**config.mk**
```make
export PLATFORM = sky130hd
export DESIGN_NAME = bse_ctrl
export DESIGN_NICKNAME = d
export VERILOG_FILES = /design/src/sv/bse_pkg.sv /design/src/sv/bse_ctrl.sv
export SDC_FILE = /design/constraint.sdc
export NUM_CORES = 1
export LEC_CHECK = 0
export BUFFER_PORTS_ARGS = -buffer_cell sky130_fd_sc_hd__buf_4
export CAP_MARGIN = 5
export CELL_PAD_IN_SITES_DETAIL_PLACEMENT = 1
export CELL_PAD_IN_SITES_GLOBAL_PLACEMENT = 2
export CORE_AREA = 2 2 147 149
export DETAILED_ROUTE_END_ITERATION = 10
export DIE_AREA = 0 0 149 151
export GPL_ROUTABILITY_DRIVEN = 1
export PLACE_DENSITY_LB_ADDON = 0.1
export REMOVE_ABC_BUFFERS = 1
export SLEW_MARGIN = 5
export SYNTH_ARGS = -nofsm -noshare
export SYNTH_HDL_FRONTEND = slang
export SYNTH_SLANG_ARGS = --single-unit
```
**constraint.sdc**
```tcl
create_clock -name clk -period 7.78 [get_ports clk]
set_input_delay 1.556 -clock clk [delete_from_list [all_inputs] [get_ports clk]]
set_output_delay 1.556 -clock clk [all_outputs]
set_load 0.01 [all_outputs]
```
**src/sv/bse_pkg.sv**
```systemverilog
`timescale 1ns / 1ps
// Shared types and command codes for the bit string engine.
// No dependencies.
package bse_pkg;

  typedef enum logic [2:0] {
    OP_WRITE = 3'd0,
    OP_READ  = 3'd1,
    OP_FILL  = 3'd2,
    OP_MOVE  = 3'd3,
    OP_CMP   = 3'd4,
    OP_ZERO  = 3'd5
  } op_t;

  // Store port control from the sequencer
  typedef struct packed {
    logic rd_en;
    logic wr_en;
  } mem_ctl_t;

  localparam logic signed [1:0] CMP_EQ   = 2'sd0;
  localparam logic signed [1:0] CMP_GT   = 2'sd1;
  localparam logic signed [1:0] CMP_LT   = -2'sd1;

endpackage

```
**src/sv/bse_ctrl.sv**
```systemverilog
`timescale 1ns / 1ps
// Command sequencer: decodes commands, walks strings bit by bit with
// read-modify-write on the store. Depends on bse_pkg.
module bse_ctrl #(
  parameter int STORE_BYTES = 4096,
  parameter int ABW         = 12
) (
  input  logic                    clk,
  input  logic                    rst_n,
  input  logic                    start,
  output logic                    busy,
  input  logic [2:0]              in_operation,
  input  logic [11:0]             in_byte_address,
  input  logic [7:0]              in_write_data,
  input  logic [14:0]             in_first_bit_address,
  input  logic [14:0]             in_second_bit_address,
  input  logic [15:0]             in_bit_count,
  input  logic                    in_fill_bit,
  output bse_pkg::mem_ctl_t       mem_ctl,
  output logic [ABW-1:0]          mem_addr,
  output logic [7:0]              mem_wdata,
  input  logic [7:0]              mem_rdata,
  output logic                    out_strobe,
  output logic [7:0]              out_read_data,
  output logic signed [1:0]       out_compare_result,
  output logic                    out_all_zero,
  output logic                    out_range_error
);
  import bse_pkg::*;

  localparam int unsigned STORE_BITS = STORE_BYTES * 8;

  typedef enum logic [2:0] {ST_IDLE, ST_BREAD, ST_RDA, ST_RDB, ST_EXEC} state_t;

  state_t             state_r;
  op_t                op_r;
  logic [14:0]        a1_r, a2_r;
  logic [15:0]        off_r, left_r;
  logic               fwd_r, fill_r, bita_r;
  logic               strobe_r, az_r, err_r;
  logic [7:0]         rd_r;
  logic signed [1:0]  cmp_r;

  op_t         in_op;
  logic        byte_ok, fit1, fit2;
  logic [16:0] pos_first, pos_second;
  logic [2:0]  bsel;
  logic        bit_b, new_bit;
  logic [7:0]  bmask;

  assign in_op   = op_t'(in_operation);
  assign byte_ok = 32'(in_byte_address) < STORE_BYTES;
  assign fit1    = 32'(17'(in_first_bit_address) + 17'(in_bit_count)) <= STORE_BITS;
  assign fit2    = 32'(17'(in_second_bit_address) + 17'(in_bit_count)) <= STORE_BITS;

  assign pos_first  = (op_r == OP_MOVE) ? 17'(a2_r) + 17'(off_r) : 17'(a1_r) + 17'(off_r);
  assign pos_second = (op_r == OP_CMP)  ? 17'(a2_r) + 17'(off_r) : 17'(a1_r) + 17'(off_r);
  assign bsel       = pos_second[2:0];
  assign bit_b      = mem_rdata[3'd7 - bsel];
  assign new_bit    = (op_r == OP_FILL) ? fill_r : bita_r;
  assign bmask      = 8'h80 >> bsel;

  always_comb begin
    mem_ctl   = '0;
    mem_addr  = ABW'(in_byte_address);
    mem_wdata = in_write_data;
    unique case (state_r)
      ST_IDLE: begin
        if (start && byte_ok) begin
          mem_ctl.wr_en = (in_op == OP_WRITE);
          mem_ctl.rd_en = (in_op == OP_READ);
        end
      end
      ST_RDA: begin
        mem_ctl.rd_en = 1'b1;
        mem_addr      = ABW'(pos_first[16:3]);
      end
      ST_RDB: begin
        mem_ctl.rd_en = 1'b1;
        mem_addr      = ABW'(pos_second[16:3]);
      end
      ST_EXEC: begin
        mem_ctl.wr_en = (op_r == OP_FILL) || (op_r == OP_MOVE);
        mem_addr      = ABW'(pos_second[16:3]);
        mem_wdata     = new_bit ? (mem_rdata | bmask) : (mem_rdata & ~bmask);
      end
      default: ;
    endcase
  end

  always_ff @(posedge clk) begin
    if (!rst_n) begin
      state_r  <= ST_IDLE;
      strobe_r <= 1'b0;
    end else begin
      strobe_r <= 1'b0;
      unique case (state_r)
        ST_IDLE: begin
          if (start) begin
            op_r   <= in_op;
            a1_r   <= in_first_bit_address;
            a2_r   <= in_second_bit_address;
            fill_r <= in_fill_bit;
            left_r <= in_bit_count;
            rd_r   <= '0;
            cmp_r  <= CMP_EQ;
            az_r   <= 1'b0;
            err_r  <= 1'b0;
            case (in_op) inside
              OP_WRITE: begin
                err_r    <= !byte_ok;
                strobe_r <= 1'b1;
              end
              OP_READ: begin
                if (byte_ok) begin
                  state_r <= ST_BREAD;
                end else begin
                  err_r    <= 1'b1;
                  strobe_r <= 1'b1;
                end
              end
              OP_FILL, OP_MOVE, OP_CMP, OP_ZERO: begin
                if (in_bit_count == '0) begin
                  az_r     <= (in_op == OP_ZERO);
                  strobe_r <= 1'b1;
                end else if (!fit1 || (!fit2 && (in_op == OP_MOVE || in_op == OP_CMP))) begin
                  err_r    <= 1'b1;
                  strobe_r <= 1'b1;
                end else begin
                  // move runs backward unless the source lies after the destination
                  if (in_op == OP_MOVE && !(in_second_bit_address > in_first_bit_address)) begin
                    fwd_r <= 1'b0;
                    off_r <= in_bit_count - 16'd1;
                  end else begin
                    fwd_r <= 1'b1;
                    off_r <= '0;
                  end
                  az_r    <= (in_op == OP_ZERO);
                  state_r <= ST_RDA;
                end
              end
              default: strobe_r <= 1'b1;
            endcase
          end
        end
        ST_BREAD: begin
          rd_r     <= mem_rdata;
          strobe_r <= 1'b1;
          state_r  <= ST_IDLE;
        end
        ST_RDA: begin
          state_r <= (op_r == OP_MOVE || op_r == OP_CMP) ? ST_RDB : ST_EXEC;
        end
        ST_RDB: begin
          bita_r  <= mem_rdata[3'd7 - pos_first[2:0]];
          state_r <= ST_EXEC;
        end
        ST_EXEC: begin
          if (op_r == OP_ZERO && bit_b) begin
            az_r     <= 1'b0;
            strobe_r <= 1'b1;
            state_r  <= ST_IDLE;
          end else if (op_r == OP_CMP && bit_b != bita_r) begin
            cmp_r    <= bita_r ? CMP_GT : CMP_LT;
            strobe_r <= 1'b1;
            state_r  <= ST_IDLE;
          end else if (left_r == 16'd1) begin
            strobe_r <= 1'b1;
            state_r  <= ST_IDLE;
          end else begin
            left_r  <= left_r - 16'd1;
            off_r   <= fwd_r ? off_r + 16'd1 : off_r - 16'd1;
            state_r <= ST_RDA;
          end
        end
        default: state_r <= ST_IDLE;
      endcase
    end
  end

  assign busy               = (state_r != ST_IDLE);
  assign out_strobe         = strobe_r;
  assign out_read_data      = rd_r;
  assign out_compare_result = cmp_r;
  assign out_all_zero       = az_r;
  assign out_range_error    = err_r;

endmodule

```
After elaboration in Yosys (flattened, before gate mapping):

Index checks and enable logic that the tools add are counted.

* bits of input ports: 81
* logic and storage cells: 164
* register bits: 84
* output and inout bits: 36

* shifts and indexed selects: 1
* magnitude comparators: 5
* reduce and logical (&&, ||, !) cells: 30
* equality and inequality tests: 29
* bitwise logic cells: 8
* muxes and demuxes: 67
* $add $sub $neg: 10

Operator list (number)
* 16-bit two-way mux: 15
* 16-bit case mux with 2 select lines: 2
* 16-bit by 1-bit subtractor with 16-bit output (second input constant): 3
* 15-bit by 16-bit adder with 17-bit output: 2
* 17-bit by 16-bit less-or-equal comparator with 1-bit output (second input constant): 2
* 15-bit adder: 2
* 15-bit two-way mux: 2
* 8-bit two-way mux: 3
* 12-bit case mux with 2 select lines: 1
* 3-bit two-way mux: 7
* 1-bit two-way mux: 20
* 2-bit != test (second input constant): 10
* 3-bit by 2-bit equality test with 1-bit output (second input constant): 6
* 16-bit by 1-bit adder with 16-bit output (second input constant): 1
* 16-bit by 1-bit equality test with 1-bit output (second input constant): 1
* 16-bit zero test: 1
* 2-bit two-way mux: 8
* 8-bit case mux with 2 select lines: 1
* 3-bit equality test (second input constant): 5
* 15-bit > comparator: 1
* 3-bit case mux with 4 select lines: 1
* 11-bit AND reduction: 1
* 5-bit AND reduction: 2
* 8-bit bitwise AND: 1
* other kinds (28): 52

Longest topological paths before layout:

Gate-level depths: netlist (run 1).

* word-level depth: 12
* gate-level depth with buffers: 11
* depth with buffers taken out: 11

Worst setup path after synthesis (run 1):

Ideal clock, no wire load.

* path type: input to register
* start point: input in_second_bit_address[0]
* end point: register off_r[0] (enable)
* arrival: 4638 ps
* data required time: 7451 ps
* buffers on the path: 0
* setup time: 329 ps
* setup slack: 2813 ps
* stages: 10
* path through: ha_1 > fa_1 > a21o_1 > a311oi_1 > mux2i_1 > a31oi_1 > or4_1 > or4_4 > a31oi_4 > a21o_2

* word-level cells in the longest chain between the ends: 7

Ends and longest elaborated chain
* from (decl): line bse_ctrl.sv:16 `input logic [14:0] in_second_bit_address,`
* 15-bit by 16-bit adder with 17-bit output: line bse_ctrl.sv:54 `assign fit2 = 32'(17'(in_second_bit_address) + 17'(in_bit_count)) <= STORE_BITS;`
* 17-bit by 16-bit less-or-equal comparator with 1-bit output: line bse_ctrl.sv:54
* 1-bit zero test: line bse_ctrl.sv:126 `end else if (!fit1 || (!fit2 && (in_op == OP_MOVE || in_op == OP_CMP))) begin`
* 1-bit logical AND: line bse_ctrl.sv:126
* 1-bit logical OR: line bse_ctrl.sv:126
* 2-bit != test (no source line)
* 11-bit AND reduction (no source line)
* to (signal assigned): line bse_ctrl.sv:133 `off_r <= in_bit_count - 16'd1;`
* to (signal assigned): line bse_ctrl.sv:172 `off_r <= fwd_r ? off_r + 16'd1 : off_r - 16'd1;`
* to (decl): line bse_ctrl.sv:38 `logic [15:0] off_r, left_r;`

Every way passes these cells.
A chain may end at the register's enable or synchronous reset.

Worst setup path in the final report (run 1):

* start point: register state_r[0]
* end point: output mem_addr[1]

* word-level cells in the longest chain between the ends: 3
* elaborated cells on any way between the ends: 5
* classes of those cells: 3 x eq/ne; 1 x mux; 1 x reduce/logical

Ends and longest elaborated chain
* from (decl): line bse_ctrl.sv:35 `state_t state_r;`
* from (signal assigned): line bse_ctrl.sv:152 `state_r <= (op_r == OP_MOVE || op_r == OP_CMP) ? ST_RDB : ST_EXEC;`
* 3-bit equality test or 3-bit by 2-bit equality test with 1-bit output (tied branches): line bse_ctrl.sv:67 `unique case (state_r)`
* 2-bit OR reduction (no source line)
* 12-bit case mux with 2 select lines *: line bse_ctrl.sv:67
* to (decl): line bse_ctrl.sv:20 `output logic [ABW-1:0] mem_addr,`

Mark *: on every way between the ends. The rest lies on a longest branch, timed or not.

==> results of run 1 <==
-- final cells by class --
type	instances	share of cell area, %
timing repair buffer	121	9.52
tap	275	3.60
clock buffer	11	2.54
clock inverter	5	0.629
sequential	83	25.7
multi-input combinational	746	56.2
inverter	45	1.77
-- worst paths after layout --
path	start	endpoint	cells past startpoint
max reg2reg	off_r[0]$_DFFE_PP_	off_r[13]$_DFFE_PP_	11
min	bita_r$_DFFE_PP_	out_compare_result[1]$_SDFFCE_PN0P_	1
max	state_r[0]$_SDFFE_PN0P_	mem_addr[1]	9
min reg2reg	bita_r$_DFFE_PP_	out_compare_result[1]$_SDFFCE_PN0P_	1
-- kinds of logic after synthesis --
kind of cell,after synthesis,synth area share (%)
and+or+nand+nor,288,17.8
AOI/OAI and AO/OA,261,21.6
adders and majority gates,94,15.1
DFF,83,30.4
xor gates and xnor gates,72,7.82
buffers and inverters,65,3.03
muxes,31,4.22
-- sequential cells by signal, indices dropped and copies added, names as in the netlist --
signal	count
left_r	16
a1_r	15
a2_r	15
off_r	15
out_read_data	8
op_r	3
state_r	3
out_compare_result	2
bita_r	1
fill_r	1
fwd_r	1
out_all_zero	1
out_range_error	1
out_strobe	1
-- cell usage in the layout (no fill, tap or decap), drive strengths merged, types with 7 or more instances in the layout --
| master | netlist | layout |
|---|---|---|
| buf | 3 | 121 |
| xor2 | 33 | 33 |
| and3 | 18 | 18 |
| xnor2 | 39 | 39 |
| or3 | 7 | 7 |
| nand2b | 10 | 10 |
| clkbuf | 17 | 11 |
| a21oi | 56 | 56 |
| inv | 45 | 46 |
| nor3 | 28 | 28 |
| nand3 | 20 | 20 |
| a21o | 24 | 24 |
| a31oi | 16 | 16 |
| a22oi | 9 | 9 |
| a211oi | 7 | 7 |
| o21ai | 62 | 62 |
| o21bai | 7 | 7 |
| o31ai | 8 | 8 |
| a21boi | 7 | 7 |
| ha | 89 | 89 |
| nor2 | 58 | 58 |
| nor4 | 11 | 11 |
| mux2i | 25 | 25 |
| edfxtp | 79 | 79 |
| nand2 | 83 | 83 |
| nor2b | 15 | 15 |
| o22ai | 15 | 15 |
-- metrics by stage --
stage	util, %	total power [mW]	hold slack [ns]	instance area, sq um	instances
after floorplan	-	0.799	0.592	7990	874
after global placement	44.4	0.954	0.650	9240	1270
after detailed placement	44.4	0.958	0.661	9240	1270
after CTS	45.8	1.40	0.681	9550	1286
after global routing	45.8	1.46	0.716	9550	1286
final	45.8	1.38	0.674	9550	1286
-- critical path, stage by stage, from the launching register on --
cell	delay [ns]
dfxtp_1	0.57
inv_1	0.14
nand2_1	0.13
or2_2	0.31
buf_4	0.54
inv_1	0.48
a22oi_1	0.88
nor2_1	0.12
a221o_1	0.29
buf_4	0.14
-- power by group through the flow --
stage / registers (mW) / clock network [mW] / logic [mW]
global placement: 0.535 / 0 / 0.419
CTS: 0.526 / 0.444 / 0.425
global route: 0.528 / 0.457 / 0.470
finish: 0.526 / 0.435 / 0.424
floorplan: 0.533 / 0 / 0.266
detailed placement: 0.536 / 0 / 0.422
-- layer usage --
layer	vias to the layer above	part of all wire, %	global-route usage [%]
met1	3504	47	31.5
met3	17	3.3	2.71
met4	0	0.97	4.48
li1	3606	-	-
met5	-	0	0
met2	129	49	39.9
==> impl_results.md, run 1 <==
* Total grt overflow at 0
* Setup_tns at 0 ns
* Fin crit share at 71.3%
* Average cell area after synthesis at 9.02 sq um
* Setup Fix Bufs, Post-CTS at 0
* Leak pwr at 4.03 nW
* Antenna violations before repair at 0
* Iter 0 DRT Violations at 412
* Final RePlAce weighted congestion at 0.924
* Via count of the first global-routing pass at 7256
* Total die area at 0.0225 sq mm
* Crit path DAT at 3.99 ns
* Routed wire length per instance at 19.9 um
* Final Setup Violations at 0
* Setup WS pre-CTS at about 2.1 ns
* Sw power at between 400 and 500 uW
* Core ar. at 0.0208 sq mm
* Sw frac at 31.1%
* CTS Hold Bufs at 0
* Mapped cell area at ~0.008 sq mm
* Worst-path maximum fanout at 59
* Post-Route WL at 25.6 mm
* FP Rows at 53
* Post-synth top area cell: edfxtp_1
* Slew Viols, Final at 0
* VDD IR max at 0.0000990 V
* Clock Latency Late Sink at 0.35 ns
* Largest net degree at the start of global routing at 60
* Via count at 7256
* Worst Skew at around 0.012 ns
* Hold WC Path Type: flop to flop
* Setup ws final at 2.23 ns
* Final ANT Viol Nets at 0
* CP startpoint kind: flop
* Layout area overhead at 18.4%
* Commonest cells post-synth: ha_1 (89), nand2_1 (83), edfxtp_1 (79)
* H-tree levels at 3
* Power Density at 145 mW/mm^2
* Clock Power Share at 31.4%
* Ranking of synthesized cells by area: edfxtp_1 (29%), ha_1 (14%), xnor2_1 (4.2%)
* Placed wire-length estimate at 20.8 mm
* CTS resizes at 0
* Clock Path Buffers at 2
* Asr flop ratio synth at 0%
* Clock Tree Root: clkbuf_16
* Area occupied by registers at between 0.002 and 0.0025 sq mm
* Worst-margin pin slew at 1.13 ns
* Post-synthesis cell type count at 76
* Die height at 151 um
* Flop2flop setup slack at 4.06 ns
* Via density at 5.64
* #FFs+latches synth at between 80 and 90
* # fillers at 2447
* CTS sink count at 83
* Period minus WS final at 5.55 ns
* Maxcap violations at 0
* Power share of the combinational group at 30.6%
* Fraction of final layout cells sized beyond drive strength 1 at 16.3%
* Chip width at between 100 and 150 um
* Multi-input gate area in the final layout at 0.00537 sq mm
* CTS tree: built
* Final net count at 1181
* Cells after synthesis at 894
* Syn. warnings at 0
* Seq/Total Area, Yosys at between 30% and 40%
* Unrepaired setup endpoints after global routing: false
* Count leader, synth: ha_1
* Relative slew slack at approximately a quarter
* Top-area cell type share of the netlist area at 29.4%
* Status: completed
* Clock Pin Slew Worst Setup and Hold Paths at 0.06 ns
* Global-route wire length before repair at ~40 mm
* Initial Utilization at 38.7%
* CP Class: flop to output pin
* Critical Path Sink Type: output pin
* Residual DRC at 0
* Ys flop type: edfxtp_1
* Flop pwr share at 38.0%
* ANT cells at 0
* Hold Violations, Final at 0
* Internal Power at 955 uW
* IO Pins at 117
* GRT Util Overall at 23.1%
* Fmax at 180 MHz
* CTS buffer count at 9
* Port-buffer cells at about 120
* First-pass iteration count of the detailed router at 6
* CP required at around 6.2 ns
* Post-synth EDFFs at 79
(Power assumes the default switching activity.)
==> inputs of run 2 (changes only) <==
- ABC_AREA: unset -> 1
- CORE_AREA: 2 2 147 149 -> 2 2 165 167
- DIE_AREA: 0 0 149 151 -> 0 0 167 169
- clock period: 7.78 -> 5.26 ns (I/O delays scaled with it)
==> impl_results.md, run 2 <==
* Status: completed
* Die height at about 170 um
* Beginning of the worst register-to-register path: off_r[0]$_DFFE_PP_
* Residual DRC at 0
* Clock Tree Root: clkbuf_16
* Setup_tns at 0 ns
* Core ar. at roughly 0.027 sq mm
* WHS Path Cells at 2
* Routed wire length per instance at about 18 um
* Final RePlAce weighted congestion at 0.878
* CTS sink count at 83
* Maxcap violations at 0
* Critical path's top delay family: compound AO/OA/AOI/OAI gates
* Total grt overflow at 0
* Commonest cells post-synth: nand2_1 (334), inv_1 (165), nor2_1 (129)
* R2r endpoint: off_r[11]$_DFFE_PP_
* Final net count at between 1500 and 2000
* Count leader, synth: nand2_1
* Most flops, register: left_r
* Post-synthesis cell type count at between 50 and 60
* Chip width at 167 um
* Multi-input gate area in the final layout at 0.00551 sq mm
* Global-route wire length before repair at 48.2 mm
* Fraction of final layout cells sized beyond drive strength 1 at 13.1%
* Fmax at roughly 240 MHz
* Clock Latency Late Sink at 0.35 ns
* Worst-path cell chain: ha_1 -> fa_1 -> nand3_1 -> nand3_1 -> a21oi_1 -> o21ai_0 -> nand2_1 -> a21o_1 -> nand2_1 -> o211ai_1 -> nand3_1 -> buf_4
* ANT cells at 0
* Hold path start: state_r[0]$_SDFFE_PN0P_
* Leak pwr at 4.88 nW
* Fin crit share at 78.8%
* H-tree levels at 3
* Slowest stage cell on the critical path: edfxtp_1
* Antenna violations before repair at 0
* CP Class: flop to output pin
* Leading cell types in the layout, fill and taps excluded: nand2_1 (334), inv_1 (165), nor2_1 (128)
* Max reg flops at 16
* Hold Violations, Final at 0
* CTS resizes at 0
* Initial Utilization at 32.6%
* Flop2flop setup slack at 1.89 ns
* Final ANT Viol Nets at 0
* Port-buffer cells at approximately 120
* Post-Route WL at between 30 and 40 mm
* Setup Fix Bufs, Post-CTS at 0
* Cells after synthesis at 1240
* Critical path's most frequent cell: nand3_1
* Worst-path maximum fanout at 5
* Relative slew slack at 31.2%
* Area occupied by registers at 0.00245 sq mm
* Iter 0 DRT Violations at 355
* Total die area at 0.0282 sq mm
* CP startpoint kind: flop
* FP Rows at 60
* Final Setup Violations at 0
* Post-synth EDFFs at 79
* Via count of the first global-routing pass at roughly 8900
* Clock Path Buffers at 2
* Placed wire-length estimate at 25.8 mm
* Most common cell after layout, fill and taps aside: nand2_1
* Top-area cell type share of the netlist area at 27.5%
* First-pass iteration count of the detailed router at 4
* Average cell area after synthesis at 6.97 sq um
* CTS tree: built
* Setup ws final at 1.11 ns
* # fillers at between 3000 and 4000
* Worst-margin pin slew at 1.03 ns
* Crit path DAT at between 3 and 4 ns
* Worst Skew at 0.0228 ns
* WHS Endpoint: state_r[2]$_SDFFE_PN0P_
* GRT Util Overall at a little over a fifth
* Largest net degree at the start of global routing at 42
* Ys flop type: edfxtp_1
* Ranking of synthesized cells by area: edfxtp_1 (27%), nand2_1 (15%), ha_1 (13%)
* CP required at 4.21 ns
* Via density at roughly 5.0
* Layout area overhead at 18.4%
* VDD IR max at 0.000142 V
* IO Pins at 117
* Post-synth top area cell: edfxtp_1
* Crit path buf inv count at 1
* Slowest Stage Delay on Critical Path at ~0.5 ns
* Syn. warnings at 0
* R2R depth at 16
* Slew Viols, Final at 0
* #FFs+latches synth at 83
* Setup WS pre-CTS at approximately 1.4 ns
* Hold WC Path Type: flop to flop
* Clock Pin Slew Worst Setup and Hold Paths at 0.07 ns
* CTS Hold Bufs at 0
* Power Density at 214 mW/mm^2
* Seq/Total Area, Yosys at roughly 28%
* CTS buffer count at 9
* Asr flop ratio synth at 0%
* Period minus WS final at approximately 4.1 ns
* Via count at 8570
* Critical Path Sink Type: output pin
* Unrepaired setup endpoints after global routing: false
* Mapped cell area at 0.00864 sq mm
run 2: cell count changes after synthesis, moves of 19 or more:
cell / delta
nor2_1: +71
a21o_1: -21
a21oi_1: +34
inv_1: +122
nand2_1: +251
nand3_1: +64
xnor2_1: -19
mux2i_1: -25
run 2: layer usage:
layer / vias to the layer above / GRT usage [%] / share of wire (%)
met5: - / 0 / 0
met4: 0 / 4.57 / 1.5
met1: 4033 / 28.7 / 48
met2: 117 / 39.1 / 49
li1: 4397 / - / -
met3: 23 / 1.99 / 2.2
run 2: logic make-up after synthesis:
family,count (synthesis),share of synthesized area (%)
compound gates,226,14.7
buf+inv,182,8.01
simple gates,617,31.0
flops,83,28.4
fa+ha+maj,94,14.0
xor+xnor,38,3.85
run 2: area by class of cell:
| type | count | area share, % |
|---|---|---|
| Multi-Input combinational cell | 975 | 53.8 |
| Sequential cell | 83 | 24.0 |
| Timing Repair Buffer | 121 | 8.88 |
| Inverter | 171 | 6.27 |
| Tap cell | 341 | 4.17 |
| Clock buffer | 9 | 2.20 |
| Clock inverter | 7 | 0.697 |
run 2: worst min-delay path, stage by stage, from the launching register on:
cell and delay, ns:
dfxtp_1 0.34, nand2_1 0.17, a21oi_1 0.08
run 2: worst max-delay path by stage:
stage / start / end / slack (ns) / cells past startpoint
finish: off_r[0]$_DFFE_PP_ / mem_addr[9] / 1.11 / 12
global route: off_r[0]$_DFFE_PP_ / mem_addr[9] / 0.79 / 12
CTS: off_r[0]$_DFFE_PP_ / mem_addr[9] / 1.03 / 12
detailed placement: off_r[0]$_DFFE_PP_ / mem_addr[9] / 1.42 / 12
global placement: off_r[0]$_DFFE_PP_ / mem_addr[9] / 1.47 / 12
floorplan: state_r[0]$_SDFFE_PN0P_ / mem_addr[3] / 1.13 / 7
run 2: power by group:
part,switching (mW),internal [mW]
sequential,0.0257,0.771
clock,0.305,0.334
combinational,0.474,0.282
run 2: through the flow:
stage | area, sq um | power [mW] | std cells | utilization, % | hold slack, ns
2_1_floorplan | 8590 | 1.28 | 1229 | - | 0.535
3_3_place_gp | 9940 | 1.56 | 1691 | 37.5 | 0.608
3_5_place_dp | 9940 | 1.57 | 1691 | 37.5 | 0.632
4_1_cts | 10200 | 2.22 | 1707 | 38.6 | 0.643
5_1_grt | 10200 | 2.33 | 1707 | 38.6 | 0.684
6_report | 10200 | 2.19 | 1707 | 38.6 | 0.633
